File: src/hw/rtl/http_request_head_parser_macros.svh
// Assertion macros of the request head parser RTL.
`ifndef HTTP_REQUEST_HEAD_PARSER_MACROS_SVH
`define HTTP_REQUEST_HEAD_PARSER_MACROS_SVH

// Same-cycle implication, checked outside reset.
`define HRHP_CHECK(lbl, ante, cons, msg) \
  lbl: assert property (@(posedge clk) disable iff (!rst_n) (ante) |-> (cons)) \
    else $error(msg);

// Next-cycle implication, checked outside reset.
`define HRHP_CHECK_NEXT(lbl, ante, cons, msg) \
  lbl: assert property (@(posedge clk) disable iff (!rst_n) (ante) |=> (cons)) \
    else $error(msg);

`endif

File: src/hw/rtl/hrhp_pkg.sv
// Types, codes and constants of the request head parser.
`default_nettype none

package hrhp_pkg;

  localparam int unsigned LEN_CNT_BITS   = 13;
  localparam int unsigned PATH_LIM_BITS  = 13;
  localparam int unsigned FIELD_LIM_BITS = 8;
  localparam int unsigned METHOD_MAX_LEN = 7;

  typedef logic [LEN_CNT_BITS-1:0]   len_cnt_t;
  typedef logic [PATH_LIM_BITS-1:0]  path_lim_t;
  typedef logic [FIELD_LIM_BITS-1:0] field_lim_t;

  typedef enum logic [21:0] {
    PH_LEADING    = 22'h000001,
    PH_METHOD     = 22'h000002,
    PH_SLASH      = 22'h000004,
    PH_PATH       = 22'h000008,
    PH_V_H        = 22'h000010,
    PH_V_T1       = 22'h000020,
    PH_V_T2       = 22'h000040,
    PH_V_P        = 22'h000080,
    PH_V_SLASH    = 22'h000100,
    PH_V_MAJOR    = 22'h000200,
    PH_V_DOT      = 22'h000400,
    PH_V_MINOR    = 22'h000800,
    PH_RL_CR      = 22'h001000,
    PH_RL_LF      = 22'h002000,
    PH_LINE_START = 22'h004000,
    PH_NAME       = 22'h008000,
    PH_VALUE_WS   = 22'h010000,
    PH_VALUE      = 22'h020000,
    PH_FIELD_LF   = 22'h040000,
    PH_END_LF     = 22'h080000,
    PH_DONE       = 22'h100000,
    PH_ERROR      = 22'h200000
  } phase_t;

  typedef enum logic [2:0] {
    EV_CONSUMED = 3'd0,
    EV_PATH     = 3'd1,
    EV_NAME     = 3'd2,
    EV_VALUE    = 3'd3,
    EV_LINE     = 3'd4,
    EV_FIELD    = 3'd5,
    EV_HEAD     = 3'd6,
    EV_ERROR    = 3'd7
  } ev_code_t;

  typedef enum logic [2:0] {
    ERR_NONE    = 3'd0,
    ERR_METHOD  = 3'd1,
    ERR_SPACE   = 3'd2,
    ERR_PATH    = 3'd3,
    ERR_VERSION = 3'd4,
    ERR_CRLF    = 3'd5,
    ERR_NAME    = 3'd6,
    ERR_VALUE   = 3'd7
  } err_code_t;

  typedef enum logic [1:0] {
    METH_GET  = 2'd0,
    METH_HEAD = 2'd1,
    METH_POST = 2'd2
  } meth_code_t;

  typedef enum logic [1:0] {
    CFG_PATH_LEN  = 2'd0,
    CFG_NAME_LEN  = 2'd1,
    CFG_VALUE_LEN = 2'd2
  } cfg_reg_t;

  localparam logic [7:0] CH_SPACE = 8'h20;
  localparam logic [7:0] CH_TAB   = 8'h09;
  localparam logic [7:0] CH_CR    = 8'h0D;
  localparam logic [7:0] CH_LF    = 8'h0A;
  localparam logic [7:0] CH_SLASH = 8'h2F;
  localparam logic [7:0] CH_COLON = 8'h3A;
  localparam logic [7:0] CH_DOT   = 8'h2E;

  typedef struct packed {
    phase_t     phase;
    logic [2:0] meth_match;
    len_cnt_t   field_len;
    meth_code_t meth;
    logic [3:0] major;
    logic [3:0] minor;
    err_code_t  err;
  } parse_state_t;

  typedef struct packed {
    path_lim_t  path_lim;
    field_lim_t name_lim;
    field_lim_t value_lim;
  } limits_t;

  typedef struct packed {
    ev_code_t   ev;
    logic [7:0] data;
  } step_res_t;

  localparam parse_state_t ST_RESET = '{
    phase:      PH_LEADING,
    meth_match: 3'b111,
    field_len:  '0,
    meth:       METH_GET,
    major:      4'd0,
    minor:      4'd0,
    err:        ERR_NONE
  };

  localparam limits_t LIM_RESET = '{
    path_lim:  path_lim_t'(8000),
    name_lim:  field_lim_t'(200),
    value_lim: field_lim_t'(200)
  };

endpackage

`default_nettype wire

File: src/hw/rtl/http_request_head_parser.sv
// HTTP/1.1 request head parser: one byte in, one event out per word.
//
// Input channel (in_valid / in_stall) carries one byte of the request stream
// per word, with in_begin_request set on the first byte of a new request.
// Output channel (out_valid / out_stall) returns exactly one word per input
// word: an event code, the path / lowercased name / value byte where the
// event carries one, and the held method, version digits and error kind.
// Configuration channel (cfg_valid / cfg_ready, always ready) writes the
// path, header name and header value length limits by index; write only
// while the parser is idle.
// Path: each byte passes through the input register, then the result
// register. Throughput: one byte per cycle while the receiver does not
// stall, set by the single state update between the two registers.
// Reset: parser awaits a request line, limits return to 8000 / 200 / 200,
// both registers empty. No clearing pass is needed.
// Receiver stall: the result register holds its word; the input register
// fills behind it and in_stall rises only when both are occupied.
// Errors are sticky: every byte answers the error event until
// in_begin_request starts a new request.
`default_nettype none

module http_request_head_parser (
  input  logic       clk,
  input  logic       rst_n,

  input  logic       in_valid,
  output logic       in_stall,
  input  logic [7:0] in_data_byte,
  input  logic       in_begin_request,

  output logic       out_valid,
  input  logic       out_stall,
  output logic [2:0] out_event_res,
  output logic [7:0] out_out_byte,
  output logic [1:0] out_method_code,
  output logic [3:0] out_version_major,
  output logic [3:0] out_version_minor,
  output logic [2:0] out_error_kind,

  input  logic        cfg_valid,
  output logic        cfg_ready,
  input  logic [1:0]  cfg_index,
  input  logic [12:0] cfg_data
);
  import hrhp_pkg::*;

  logic         s1_valid_r;
  logic [7:0]   s1_byte_r;
  logic         s1_begin_r;
  parse_state_t st_r;
  parse_state_t st_nxt;
  limits_t      lim_r;
  step_res_t    step_res;
  logic         out_valid_r;
  step_res_t    out_res_r;
  parse_state_t out_st_r;
  logic         out_load;
  logic         advance;
  logic         in_take;

  assign out_load  = !out_valid_r || !out_stall;
  assign advance   = s1_valid_r && out_load;
  assign in_stall  = s1_valid_r && !out_load;
  assign in_take   = in_valid && !in_stall;
  assign cfg_ready = 1'b1;

  hrhp_step u_step (
    .st            (st_r),
    .lim           (lim_r),
    .data_byte     (s1_byte_r),
    .begin_request (s1_begin_r),
    .st_nxt        (st_nxt),
    .res           (step_res)
  );

  // Input register.
  always_ff @(posedge clk) begin
    if (!rst_n) begin
      s1_valid_r <= 1'b0;
    end else if (in_take) begin
      s1_valid_r <= 1'b1;
    end else if (advance) begin
      s1_valid_r <= 1'b0;
    end
  end

  always_ff @(posedge clk) begin
    if (in_take) begin
      s1_byte_r  <= in_data_byte;
      s1_begin_r <= in_begin_request;
    end
  end

  // Parser state advances with each word moved into the result register.
  always_ff @(posedge clk) begin
    if (!rst_n) begin
      st_r <= ST_RESET;
    end else if (advance) begin
      st_r <= st_nxt;
    end
  end

  always_ff @(posedge clk) begin
    if (!rst_n) begin
      lim_r <= LIM_RESET;
    end else if (cfg_valid && cfg_ready) begin
      unique case (cfg_index)
        CFG_PATH_LEN:  lim_r.path_lim  <= cfg_data[PATH_LIM_BITS-1:0];
        CFG_NAME_LEN:  lim_r.name_lim  <= cfg_data[FIELD_LIM_BITS-1:0];
        CFG_VALUE_LEN: lim_r.value_lim <= cfg_data[FIELD_LIM_BITS-1:0];
        default: begin
          lim_r <= lim_r;
        end
      endcase
    end
  end

  // Result register.
  always_ff @(posedge clk) begin
    if (!rst_n) begin
      out_valid_r <= 1'b0;
    end else if (out_load) begin
      out_valid_r <= s1_valid_r;
    end
  end

  always_ff @(posedge clk) begin
    if (advance) begin
      out_res_r <= step_res;
      out_st_r  <= st_nxt;
    end
  end

  assign out_valid         = out_valid_r;
  assign out_event_res     = out_res_r.ev;
  assign out_out_byte      = out_res_r.data;
  assign out_method_code   = out_st_r.meth;
  assign out_version_major = out_st_r.major;
  assign out_version_minor = out_st_r.minor;
  assign out_error_kind    = out_st_r.err;

`include "http_request_head_parser_macros.svh"

  `HRHP_CHECK(a_err_event_kind, out_valid_r, ((out_event_res == EV_ERROR) == (out_error_kind != ERR_NONE)), "error event and held error kind disagree")
  `HRHP_CHECK(a_name_lower, out_valid_r && out_event_res == EV_NAME, !(out_out_byte >= 8'h41 && out_out_byte <= 8'h5A), "header name byte not lowercased")
  `HRHP_CHECK(a_byte_zero, out_valid_r && out_event_res != EV_PATH && out_event_res != EV_NAME && out_event_res != EV_VALUE, out_out_byte == 8'h00, "data byte set on non-data event")
  `HRHP_CHECK(a_held_range, out_valid_r, out_version_major <= 4'd9 && out_version_minor <= 4'd9 && out_method_code != 2'd3, "held method or version out of range")
  `HRHP_CHECK_NEXT(a_fill_result, s1_valid_r && !out_valid_r, out_valid_r, "pending word not moved into empty result register")

endmodule

`default_nettype wire

File: src/hw/rtl/hrhp_step.sv
// Per-word parse step: next parser state and result from the current word.
`default_nettype none

module hrhp_step (
  input  hrhp_pkg::parse_state_t st,
  input  hrhp_pkg::limits_t      lim,
  input  logic [7:0]             data_byte,
  input  logic                   begin_request,
  output hrhp_pkg::parse_state_t st_nxt,
  output hrhp_pkg::step_res_t    res
);
  import hrhp_pkg::*;

  localparam int unsigned CMP_W =
    (LEN_CNT_BITS > PATH_LIM_BITS) ? LEN_CNT_BITS : PATH_LIM_BITS;
  localparam len_cnt_t CNT_ALL_ONES = '1;

  function automatic logic [7:0] meth_char(input logic [1:0] k, input logic [1:0] pos);
    logic [7:0] c;
    c = 8'h00;
    case (k)
      2'd0: begin
        case (pos)
          2'd0: c = "G";
          2'd1: c = "E";
          2'd2: c = "T";
          default: c = 8'h00;
        endcase
      end
      2'd1: begin
        case (pos)
          2'd0: c = "H";
          2'd1: c = "E";
          2'd2: c = "A";
          default: c = "D";
        endcase
      end
      default: begin
        case (pos)
          2'd0: c = "P";
          2'd1: c = "O";
          2'd2: c = "S";
          default: c = "T";
        endcase
      end
    endcase
    return c;
  endfunction

  function automatic logic [2:0] meth_len(input logic [1:0] k);
    return (k == 2'd0) ? 3'd3 : 3'd4;
  endfunction

  parse_state_t     cur;
  logic             is_ws;
  logic             is_digit;
  logic [2:0]       mm_step;
  logic [2:0]       len_sel;
  len_cnt_t         len_base;
  len_cnt_t         len_inc;
  logic [CMP_W-1:0] lim_ext;
  logic             len_over;
  logic [7:0]       lower;

  assign cur      = begin_request ? ST_RESET : st;
  assign is_ws    = (data_byte == CH_SPACE) || (data_byte >= 8'h09 && data_byte <= 8'h0D);
  assign is_digit = (data_byte >= "0") && (data_byte <= "9");
  assign lower    = (data_byte >= "A" && data_byte <= "Z") ? data_byte + 8'd32 : data_byte;

  // Narrow candidates by the byte at the current method position.
  always_comb begin
    logic [2:0] pos;
    pos = (cur.phase == PH_LEADING) ? 3'd0 : cur.field_len[2:0];
    for (int k = 0; k < 3; k++) begin
      mm_step[k] = ((cur.phase == PH_LEADING) ? 1'b1 : cur.meth_match[k]) &&
                   (pos < meth_len(2'(k))) &&
                   (meth_char(2'(k), pos[1:0]) == data_byte);
    end
  end

  // Length counter: header fields restart from zero on their first byte.
  always_comb begin
    len_sel  = 3'b001;
    len_base = cur.field_len;
    if (cur.phase == PH_LINE_START || cur.phase == PH_VALUE_WS) begin
      len_base = '0;
    end
    if (cur.phase == PH_LINE_START || cur.phase == PH_NAME) begin
      len_sel = 3'b010;
    end else if (cur.phase == PH_VALUE_WS || cur.phase == PH_VALUE) begin
      len_sel = 3'b100;
    end
    case (len_sel)
      3'b010:  lim_ext = CMP_W'(lim.name_lim);
      3'b100:  lim_ext = CMP_W'(lim.value_lim);
      default: lim_ext = CMP_W'(lim.path_lim);
    endcase
  end

  assign len_over = CMP_W'(len_base) >= lim_ext;
  assign len_inc  = (len_base != CNT_ALL_ONES) ? len_base + len_cnt_t'(1) : len_base;

  always_comb begin
    st_nxt   = cur;
    res.ev   = EV_CONSUMED;
    res.data = 8'h00;
    unique case (cur.phase)
      PH_LEADING: begin
        if (!is_ws) begin
          st_nxt.meth_match = mm_step;
          st_nxt.field_len  = len_cnt_t'(1);
          st_nxt.phase      = PH_METHOD;
        end
      end
      PH_METHOD: begin
        if (data_byte == CH_SPACE) begin
          st_nxt.err   = ERR_METHOD;
          st_nxt.phase = PH_ERROR;
          res.ev       = EV_ERROR;
          for (int k = 0; k < 3; k++) begin
            if (cur.meth_match[k] && cur.field_len == len_cnt_t'(meth_len(2'(k)))) begin
              st_nxt.meth  = meth_code_t'(k);
              st_nxt.err   = ERR_NONE;
              st_nxt.phase = PH_SLASH;
              res.ev       = EV_CONSUMED;
            end
          end
        end else if (cur.field_len >= len_cnt_t'(METHOD_MAX_LEN)) begin
          st_nxt.err   = ERR_METHOD;
          st_nxt.phase = PH_ERROR;
          res.ev       = EV_ERROR;
        end else begin
          st_nxt.meth_match = mm_step;
          st_nxt.field_len  = cur.field_len + len_cnt_t'(1);
        end
      end
      PH_SLASH: begin
        st_nxt.field_len = '0;
        if (data_byte == CH_SLASH) begin
          st_nxt.phase = PH_PATH;
        end else begin
          st_nxt.err   = ERR_PATH;
          st_nxt.phase = PH_ERROR;
          res.ev       = EV_ERROR;
        end
      end
      PH_PATH: begin
        if (data_byte == CH_SPACE) begin
          st_nxt.phase = PH_V_H;
        end else if (len_over) begin
          st_nxt.err   = ERR_PATH;
          st_nxt.phase = PH_ERROR;
          res.ev       = EV_ERROR;
        end else begin
          st_nxt.field_len = len_inc;
          res.ev           = EV_PATH;
          res.data         = data_byte;
        end
      end
      PH_V_H, PH_V_T1, PH_V_T2, PH_V_P, PH_V_SLASH, PH_V_DOT: begin
        logic [7:0] want;
        phase_t     nph;
        want = CH_DOT;
        nph  = PH_V_MINOR;
        if (cur.phase == PH_V_H) begin
          want = "H";
          nph  = PH_V_T1;
        end else if (cur.phase == PH_V_T1) begin
          want = "T";
          nph  = PH_V_T2;
        end else if (cur.phase == PH_V_T2) begin
          want = "T";
          nph  = PH_V_P;
        end else if (cur.phase == PH_V_P) begin
          want = "P";
          nph  = PH_V_SLASH;
        end else if (cur.phase == PH_V_SLASH) begin
          want = CH_SLASH;
          nph  = PH_V_MAJOR;
        end
        if (data_byte == want) begin
          st_nxt.phase = nph;
        end else begin
          st_nxt.err   = ERR_VERSION;
          st_nxt.phase = PH_ERROR;
          res.ev       = EV_ERROR;
        end
      end
      PH_V_MAJOR, PH_V_MINOR: begin
        if (!is_digit) begin
          st_nxt.err   = ERR_VERSION;
          st_nxt.phase = PH_ERROR;
          res.ev       = EV_ERROR;
        end else if (cur.phase == PH_V_MAJOR) begin
          st_nxt.major = data_byte[3:0];
          st_nxt.phase = PH_V_DOT;
        end else begin
          st_nxt.minor = data_byte[3:0];
          st_nxt.phase = PH_RL_CR;
        end
      end
      PH_RL_CR: begin
        if (data_byte == CH_CR) begin
          st_nxt.phase = PH_RL_LF;
        end else begin
          st_nxt.err   = ERR_CRLF;
          st_nxt.phase = PH_ERROR;
          res.ev       = EV_ERROR;
        end
      end
      PH_RL_LF, PH_FIELD_LF, PH_END_LF: begin
        if (data_byte == CH_LF) begin
          if (cur.phase == PH_RL_LF) begin
            st_nxt.phase = PH_LINE_START;
            res.ev       = EV_LINE;
          end else if (cur.phase == PH_FIELD_LF) begin
            st_nxt.phase = PH_LINE_START;
            res.ev       = EV_FIELD;
          end else begin
            st_nxt.phase = PH_DONE;
            res.ev       = EV_HEAD;
          end
        end else begin
          st_nxt.err   = ERR_CRLF;
          st_nxt.phase = PH_ERROR;
          res.ev       = EV_ERROR;
        end
      end
      PH_LINE_START, PH_NAME: begin
        st_nxt.field_len = len_base;
        if (data_byte == CH_CR && cur.phase == PH_LINE_START) begin
          st_nxt.phase = PH_END_LF;
        end else if (data_byte == CH_COLON) begin
          st_nxt.phase = PH_VALUE_WS;
        end else if (is_ws || len_over) begin
          st_nxt.err   = ERR_NAME;
          st_nxt.phase = PH_ERROR;
          res.ev       = EV_ERROR;
        end else begin
          st_nxt.field_len = len_inc;
          st_nxt.phase     = PH_NAME;
          res.ev           = EV_NAME;
          res.data         = lower;
        end
      end
      PH_VALUE_WS, PH_VALUE: begin
        st_nxt.field_len = len_base;
        if (data_byte == CH_CR) begin
          st_nxt.phase = PH_FIELD_LF;
        end else if (cur.phase == PH_VALUE_WS &&
                     (data_byte == CH_SPACE || data_byte == CH_TAB)) begin
          // drop optional whitespace ahead of the value
          st_nxt.phase = PH_VALUE_WS;
        end else if (len_over) begin
          st_nxt.err   = ERR_VALUE;
          st_nxt.phase = PH_ERROR;
          res.ev       = EV_ERROR;
        end else begin
          st_nxt.field_len = len_inc;
          st_nxt.phase     = PH_VALUE;
          res.ev           = EV_VALUE;
          res.data         = data_byte;
        end
      end
      PH_DONE: begin
        st_nxt.phase = PH_DONE;
      end
      default: begin
        st_nxt.phase = PH_ERROR;
        res.ev       = EV_ERROR;
      end
    endcase
  end

endmodule

`default_nettype wire

File: config.mk
export PLATFORM = sky130hd
export DESIGN_NAME = http_request_head_parser
export DESIGN_NICKNAME = d
export VERILOG_FILES = /design/src/hw/rtl/hrhp_pkg.sv /design/src/hw/rtl/http_request_head_parser.sv /design/src/hw/rtl/hrhp_step.sv
export VERILOG_INCLUDE_DIRS = /design/src /design/src/hw/rtl
export SDC_FILE = /design/constraint.sdc
export NUM_CORES = 1
export LEC_CHECK = 0
export ABC_AREA = 0
export BUFFER_PORTS_ARGS = -buffer_cell sky130_fd_sc_hd__buf_2
export CAP_MARGIN = 20
export CORE_ASPECT_RATIO = 0.8
export CORE_MARGIN = 5
export CORE_UTILIZATION = 55
export DETAILED_ROUTE_END_ITERATION = 12
export PLACE_DENSITY = 0.77
export SYNTH_ARGS = -nofsm -noshare
export SYNTH_HDL_FRONTEND = slang
export SYNTH_SLANG_ARGS = --single-unit
File: constraint.sdc
create_clock -name clk -period 4.5 [get_ports clk]
set_input_delay 0 -clock clk [delete_from_list [all_inputs] [get_ports clk]]
set_output_delay 0 -clock clk [all_outputs]
set_load 0.02 [all_outputs]
==> metrics.txt, run 1 <==
CP max FO=12; Final Setup Violations=0; area share of and/or/nand/nor cells after synthesis=32.7%; Synth Area in XOR/XNOR=0.921%; CTS tree=yes; Die Y=115 µm; maximum number of pins on one net before global-route repair=76; final WL=24.1 mm; status=finished clean; CTS clock-pin slew for the worst setup and hold paths=0.06 ns; initial cell density of the core=56.1%; Hold Crit Class=in -> reg; count leader, synth=nand2_1; crit path DAT=4.62 ns; Slew headroom=34.2%; synthesized instance count=943; area grow syn2layout=19.9%; max-slew violations=0; post-synthesis compound-gate area fraction=21.6%; Synth Warn #=0; net count after synthesis=994; row count=38; Setup WS post-layout=0.194 ns; Syn Area/Cell=8.07 µm²; DRC violations left=0; DIE WIDTH=141 µm; number of flops mapped to enable cells by yosys=33; Routed wire per std cell=19.6 µm; die area=0.0163 mm²; Async SR Flop Fraction=0%; post-synthesis mux area share=2.78%; Num CTS Buffers=17; leakage power=3.58 nW; DP HPWL=17.4 mm; gp weighted congestion=0.985; H-tree depth=4; largest family of logic cells by synthesized area=simple AND/OR/NAND/NOR gates; Filler cells=1120; CP Capture Type=flop; Vias/cell=6.31; Finished Cell Area=0.00912 mm²; post-route clock period utilization=95.7%; unrepaired setup endpoints after global routing=false; Unique masters post-synth=89; ant diodes=0; Sequential Area=0.00263 mm²; CTS max path bufs=2; worst slew pin tran=0.985 ns; Post-synth top cells=nand2_1, dfxtp_1, nor2_1; Setup TNS=0 ns; GRT Util Overall=29.5%; post-synth top area share=21.6%; Hold Fails Final Rpt=0; Cell Count Post-Placement=1168; Detail Route Antenna Nets=0; first-pass GRT wire length=37.9 mm; Max Cap Violations=0; total vias in the final route=7763; clk_lat worst skew=0.43 ns; Cell Area, Synth=0.00761 mm²; Pre-antenna DRT Iters=6; # clock sinks=115; core region area=0.0136 mm²; clock root buffer=clkbuf_16; register area share after synthesis=34.6%; PD cells=301 mW/mm²; worst setup path class=reg -> reg; FMAX=232 MHz; Synth Area in Adders=3.62%; initial antenna violation count=0; dpl ws=0.0285 ns; non-filler cells, final=1231; Total Power=0.00274 W; number of global-route vias before repair=6998; Peak VDD IR=0.270 mV; Worst Setup Start Kind=flop; Starting DRT DRC Count=1034; GRT overflow=0; FF+latch count, synth=115; worst clock skew=0.00867 ns; area occupied by multi-input gates=0.00474 mm²; post-route minimum period=4.31 ns; IO Pins=56; area post-placement=0.00821 mm²; Nets=1089; Top FF cell, synth=dfxtp_1; Synth area leader=dfxtp_1; Critical Path RT=4.82 ns; count of input and output buffers=54; largest cells by area after synthesis=dfxtp_1, edfxtp_1, nand2_1; share of cells above drive strength 1=17.6%
## registers in the layout, summed over array words and instances (netlist names)
signal	count
out_version_minor	4
out_error_kind	3
st_r	51
lim_r	29
out_version_major	4
s1_byte_r	8
out_valid	1
s1_begin_r	1
out_event_res	3
s1_valid_r	1
out_out_byte	8
out_method_code	2
## what timing repair did
| item | in CTS | in global routing |
|---|---|---|
| gates resized for setup | 0 | 12 |
| buffers inserted | 0 | 6 |
| hold endpoints to repair | 40 | 0 |
| setup endpoints to repair | 0 | 14 |
| hold buffers | 24 | 0 |
## critical path, stage by stage, from the launching register on
cell	delay, ns
dfxtp_1	0.31
nor4_1	0.29
buf_4	0.23
nand3_2	0.17
nor4_4	0.37
nor3_1	0.09
buf_4	0.19
and2_1	0.19
ha_1	0.32
a211oi_1	0.21
nor2_1	0.08
a2111oi_1	0.38
buf_4	0.20
a211oi_4	0.08
o31a_1	0.34
o21ai_2	0.23
nand2b_4	0.06
a31o_1	0.27
a21o_1	0.19
## placed cells by master (no fill, tap or decap), types with 10 or more instances in the layout
cell type / n
nor2_1: 73
o21ai_1: 16
nor3_1: 31
a21oi_1: 37
nand3_1: 29
dfxtp_1: 82
and3_1: 10
a22oi_1: 10
ha_1: 22
nand2_1: 156
a31oi_1: 10
dlygate4sd3_1: 24
nor4_1: 12
a21boi_0: 18
clkbuf_16: 17
a21o_1: 12
nand4_1: 14
o21ai_0: 50
nand2b_1: 16
edfxtp_1: 33
buf_4: 49
and2_1: 20
nor2b_1: 34
buf_2: 54
o211ai_1: 10
inv_1: 15
mux2i_1: 20
## report_power, final
group          internal [W]  total (W)  switching, W
logic              0.000108   0.000280      0.000172
clock network      0.000811    0.00132      0.000512
registers           0.00110    0.00114     0.0000370
## final cells by class
type                    count  share of cell area (%)
clock buffers              19                    4.75
clock inverters            13                    1.50
repair buffers            128                    9.72
well taps                 180                    2.47
multi-input cells         760                    52.0
flip-flops and latches    115                    28.9
inverters                  16                   0.659
## per-stage QoR
| step | hold WS [ns] | utilization [%] |
|---|---|---|
| floorplan | 0.0989 | - |
| global placement | 0.177 | 60.6 |
| detailed placement | 0.179 | 60.6 |
| CTS | 0.0784 | 66.5 |
| global route | 0.0955 | 67.3 |
| finish | 0.0852 | 67.3 |
## cells by family (layout without fill, tap and decap cells)
group           after synthesis  count (layout)
mux                          21              21
other cells                   1               1
fa+ha+maj                    22              22
compound gates              245             245
flops                       115             115
buf+inv                      68             176
xor+xnor                      8               8
simple gates                463             463
## path summary, 6_finish.rpt
kind / cells after the start / to / slack (ns) / start
worst max-delay path: 18 / st_r[23] / 0.19 / st_r[37]
worst min-delay path: 5 / lim_r[17] / 0.09 / cfg_index[0]
worst max register to register: 18 / st_r[23] / 0.19 / st_r[37]
worst min register to register: 2 / lim_r[22] / 0.47 / lim_r[22]
## per-layer routing
layer / up-vias / wire [µm] / part of all wire, % / global-route usage [%]
met5: - / 0 / 0 / 0
met4: 0 / 679 / 2.8 / 10.6
met3: 67 / 2570 / 11 / 8.32
met2: 481 / 10400 / 43 / 43.4
met1: 3589 / 10400 / 43 / 41.6
li1: 3626 / - / - / -
Power figures use the tool's default switching activity.
==> run 2, diff against run 1 <==
BUFFER_PORTS_ARGS = -buffer_cell sky130_fd_sc_hd__clkbuf_2   (was -buffer_cell sky130_fd_sc_hd__buf_2)
==> run 2 against run 1 <==
Effect of this change:
- worst setup slack worse by 0.036 ns
- hold slack better by 0.0077 ns
- first-iteration DRC count down 0.19%
==> metrics.txt, run 2 (synthesized netlist as in run 1, its figures left out) <==
DRC violations left=0; initial antenna violation count=0; Pre-antenna DRT Iters=8; worst hold start=cfg_index[0]; area grow syn2layout=21.2%; final WL=24.5 mm; total vias in the final route=7762; CTS max path bufs=2; initial cell density of the core=56.1%; IO Pins=56; unrepaired setup endpoints after global routing=false; first-pass GRT wire length=38.2 mm; status=finished clean; Starting DRT DRC Count=1032; count of input and output buffers=54; Routed wire per std cell=19.8 µm; GRT overflow=0; maximum number of pins on one net before global-route repair=76; row count=38; ant diodes=0; CTS clock-pin slew for the worst setup and hold paths=0.05 ns; post-route clock period utilization=96.5%; core region area=0.0136 mm²; Hold Crit Class=in -> reg; PD cells=306 mW/mm²; crit path DAT=4.67 ns; biggest regs=st_r: 51 flops, lim_r: 29 flops; Biggest register=st_r; FMAX=230 MHz; gp weighted congestion=0.996; clock root buffer=clkbuf_16; most frequent cells in the layout=nand2_1, dfxtp_1, nor2_1; Largest register FFs=51; leakage power=3.66 nW; clk_lat worst skew=0.43 ns; Slowest-stage cell, CP=or3_4; H-tree depth=4; commonest non-fill, non-tap cell in the layout=nand2_1; CP Capture Type=flop; Num CTS Buffers=17; Nets=1096; Die Y=115 µm; Critical Path RT=4.83 ns; Max Cap Violations=0; Worst Setup Start Kind=flop; number of global-route vias before repair=7062; cells along the critical path=nor3_4 > nand4_4 > or3_4 > nand2b_4 > o22a_1 > o21ai_0 > ha_1 > a211oi_1 > nor2_1 > a2111oi_2 > buf_4 > a211oi_2 > buf_4 > o21a_1 > o21ai_2 > nand2b_4 > a31o_2 > a21o_1; DP HPWL=17.4 mm; GRT Util Overall=30.1%; worst slew pin tran=1.03 ns; worst clock skew=0.00695 ns; Slew headroom=31.3%; Vias/cell=6.27; max-slew violations=0; Hold Fails Final Rpt=0; die area=0.0163 mm²; Peak VDD IR=0.275 mV; CTS tree=yes; Critical path origin=st_r[31]; Final Setup Violations=0; post-route minimum period=4.34 ns; worst setup path class=reg -> reg; Setup TNS=0 ns; Core Util, Final=68.0%; Detail Route Antenna Nets=0; share of cells above drive strength 1=18.5%; CP max stage delay=0.44 ns; CP max FO=10; DIE WIDTH=141 µm; RR Startpoint=st_r[31]; # clock sinks=115
==> run 2: cell count changes in the layout (fill, tap and decap cells not counted), sizes merged <==
cell	previous run	this run
inv	16	14
clkdlybuf4s15	0	1
buf	103	56
clkinvlp	5	4
bufinv	2	3
clkbuf	20	77
clkinv	6	4
==> run 2: through the flow <==
stage | hold slack, ns | instance area [µm²] | power, W | worst slack, ns | std cells
after floorplan | 0.0989 | 7610 | 0.00132 | 0.00851 | 943
after global placement | 0.177 | 8210 | 0.00141 | 0.144 | 1168
after detailed placement | 0.179 | 8210 | 0.00141 | 0.00384 | 1168
after CTS | 0.0837 | 9050 | 0.00281 | 0.0349 | 1224
after global routing | 0.110 | 9220 | 0.00292 | 0.00456 | 1238
final | 0.0929 | 9220 | 0.00282 | 0.158 | 1238
==> run 2: cell type report <==
type | instances | area [µm²]
clock buffers | 23 | 479
multi-input cells | 760 | 4750
fillers | 1091 | 4330
clock inverters | 9 | 128
flip-flops and latches | 115 | 2630
repair buffers | 135 | 940
well taps | 180 | 225
inverters | 16 | 63.8
==> run 2: final timing paths <==
kind,to,slack (ns),cells after the start
worst min register to register,st_r[9],0.46,2
worst max register to register,st_r[24],0.16,18
worst max-delay path,st_r[24],0.16,18
worst min-delay path,lim_r[18],0.09,5
==> run 2: worst max-delay path: cells and delay by family, from the launching register on <==
kind	cells	cell delay, ns
DFF	1	0.36
buffers and inverters	2	0.33
AOI/OAI and AO/OA	9	1.88
adders and majority gates	1	0.26
and+or+nand+nor	6	1.38
==> run 2: what timing repair did <==
item	in CTS	in global routing
gates resized for setup	0	15
endpoints found under the hold margin	40	0
setup buffers	0	12
endpoints found under the setup margin	0	18
hold buffers	24	0
==> run 2: where the power goes <==
part / switching, W / internal, W / total [W]
clock: 0.000487 / 0.000913 / 0.00140
sequential: 0.0000364 / 0.00110 / 0.00114
combinational: 0.000176 / 0.000111 / 0.000287
==> run 2: routing by layer <==
metal	routed length (µm)	global-route usage (%)	vias up
met2	10600	45.8	456
met4	649	10.5	0
met5	0	0	-
met1	10600	41.4	3579
met3	2700	8.36	72
li1	-	-	3655
==> run 3, diff against run 2 <==
CORE_UTILIZATION = 56   (was 55)
PLACE_DENSITY = 0.78   (was 0.77)
SYNTH_HIERARCHICAL = 1   (was default)
==> run 3 against run 2 <==
Effect of this change:
- sequential share of layout area down 1.3 points
- critical path depth down 2
- combinational power down 4%
- core utilization down 0.23 points
- sequential power about the same
- clock power down 9%
- total power down 5.1%
- hold slack worse by 0.075 ns
- highest routed layer unchanged
==> metrics.txt, run 3 <==
register area share after synthesis=32.3%; FF+latch count, synth=115; Biggest register=st_r; Sequential Area=0.00263 mm²; initial cell density of the core=57.1%; GRT Util Overall=29.0%; Slew headroom=30.0%; Peak VDD IR=0.334 mV; GRT overflow=0; Num CTS Buffers=17; clk_lat worst skew=0.42 ns; CTS clock-pin slew for the worst setup and hold paths=0.05 ns; clock root buffer=clkbuf_16; Largest register FFs=51; CP max FO=8; count of input and output buffers=54; post-route minimum period=4.25 ns; post-route clock period utilization=94.5%; Filler cells=1192; initial antenna violation count=0; Top FF cell, synth=dfxtp_1; area grow syn2layout=18.7%; Max Cap Violations=0; leakage power=3.89 nW; net count after synthesis=1045; total vias in the final route=8038; largest cells by area after synthesis=dfxtp_1, edfxtp_1, mux2i_1; Total Power=0.00268 W; Syn Area/Cell=8.19 µm²; row count=39; DP HPWL=18.1 mm; Setup TNS=0 ns; Hold Crit Class=in -> reg; first-pass GRT wire length=39.3 mm; worst hold slack=0.0175 ns; Vias/cell=6.24; gp weighted congestion=1.03; Async SR Flop Fraction=0%; number of global-route vias before repair=7373; final WL=24.7 mm; Nets=1142; Critical Path RT=4.80 ns; status=finished clean; # clock sinks=115; worst clock skew=0.0109 ns; CP Capture Type=flop; max-slew violations=0; Pre-antenna DRT Iters=6; ant diodes=0; commonest non-fill, non-tap cell in the layout=nand2_1; DRC violations left=0; PD cells=277 mW/mm²; Synth area leader=dfxtp_1; DIE WIDTH=145 µm; die area=0.0171 mm²; Worst Setup Start Kind=flop; Die Y=118 µm; CTS tree=yes; area occupied by multi-input gates=0.00515 mm²; maximum number of pins on one net before global-route repair=111; count leader, synth=nand2_1; share of cells above drive strength 1=17.2%; Final Setup Violations=0; CTS max path bufs=2; synthesized instance count=994; Starting DRT DRC Count=976; Unique masters post-synth=101; worst slew pin tran=1.05 ns; Cell Area, Synth=0.00814 mm²; Detail Route Antenna Nets=0; H-tree depth=4; FMAX=235 MHz; Hold Fails Final Rpt=0; Routed wire per std cell=19.2 µm; post-synth top area share=20.2%; biggest regs=st_r: 51 flops, lim_r: 29 flops; number of flops mapped to enable cells by yosys=33; Post-synth top cells=nand2_1, dfxtp_1, mux2i_1; core region area=0.0142 mm²; most frequent cells in the layout=nand2_1, dfxtp_1, mux2i_1; Synth Warn #=6; worst setup path class=reg -> reg; IO Pins=56; crit path DAT=4.56 ns
-- run 3: cell count changes after synthesis, moves of 10 or more --
| cell | before | now |
|---|---|---|
| mux2i_1 | 20 | 77 |
| nand2_1 | 157 | 191 |
| inv_1 | 15 | 26 |
| clkbuf_1 | 43 | 26 |
| nor3_1 | 31 | 21 |
| buf_2 | 5 | 23 |
| a21boi_0 | 18 | 4 |
-- run 3: kinds of logic (layout without fill, tap and decap cells) --
| logic type | Yosys count | count (layout) | synth area share (%) |
|---|---|---|---|
| mux | 79 | 79 | 9.74 |
| compound gates | 186 | 186 | 15.9 |
| buf+inv | 85 | 195 | 4.78 |
| other cells | 1 | 1 | 0.0461 |
| flops | 115 | 115 | 32.3 |
| fa+ha+maj | 22 | 22 | 3.38 |
| xor+xnor | 15 | 15 | 1.61 |
| simple gates | 491 | 491 | 32.2 |
-- run 3: repair_timing --
action,CTS,global route
hold buffers,24,0
gates resized for setup,0,5
setup endpoints to repair,0,19
setup buffers,0,3
endpoints found under the hold margin,40,0
-- run 3: path summary, 6_finish.rpt --
check | from | to | slack [ns] | cells past startpoint
worst max-delay path | st_r[37] | st_r[16] | 0.25 | 16
worst min-delay path | cfg_valid | lim_r[27] | 0.02 | 3
worst max register to register | st_r[37] | st_r[16] | 0.25 | 16
worst min register to register | lim_r[23] | lim_r[23] | 0.45 | 2
-- run 3: layout make-up --
cell class	count	area share, %
Multi-Input combinational cell	794	53.4
Sequential cell	115	27.2
Timing Repair Buffer	137	10.3
Clock buffer	20	4.52
Tap cell	184	2.38
Clock inverter	12	1.20
Inverter	26	1.01
-- run 3: routing by layer --
metal	vias up	global-route usage [%]	wire length, µm
met5	-	0	0
met3	42	8.94	2940
li1	3816	-	-
met1	3722	43.2	10800
met2	458	40.0	10500
met4	0	8.45	455
-- run 3: metrics by stage --
step | cell area [µm²] | worst slack (ns) | cells | util [%]
after floorplan | 8140 | 0.513 | 994 | -
after global placement | 8800 | 0.259 | 1228 | 61.8
after detailed placement | 8800 | 0.118 | 1228 | 61.8
after CTS | 9600 | 0.0545 | 1284 | 67.3
after global routing | 9660 | -0.0146 | 1288 | 67.8
final | 9660 | 0.247 | 1288 | 67.8
-- run 3: power breakdown --
part / switching [W] / internal (W)
Clock: 0.000476 / 0.000804
Combinational: 0.000163 / 0.000113
Sequential: 0.0000276 / 0.00110
Total: 0.000667 / 0.00201
-- run 3: worst max-delay path: stages (launching register included) --
cell and delay [ns]:
dfxtp_1 0.31, or4_4 0.58, nor3_4 0.27, nand3_1 0.17, nand2_1 0.32, o21ai_0 0.15, ha_1 0.32, a21o_1 0.19
a31oi_2 0.21, o211a_1 0.26, or2_2 0.15, a31oi_1 0.09, or3_4 0.45, a211oi_4 0.37, o22ai_1 0.13, nand2_1 0.07
mux2i_1 0.08
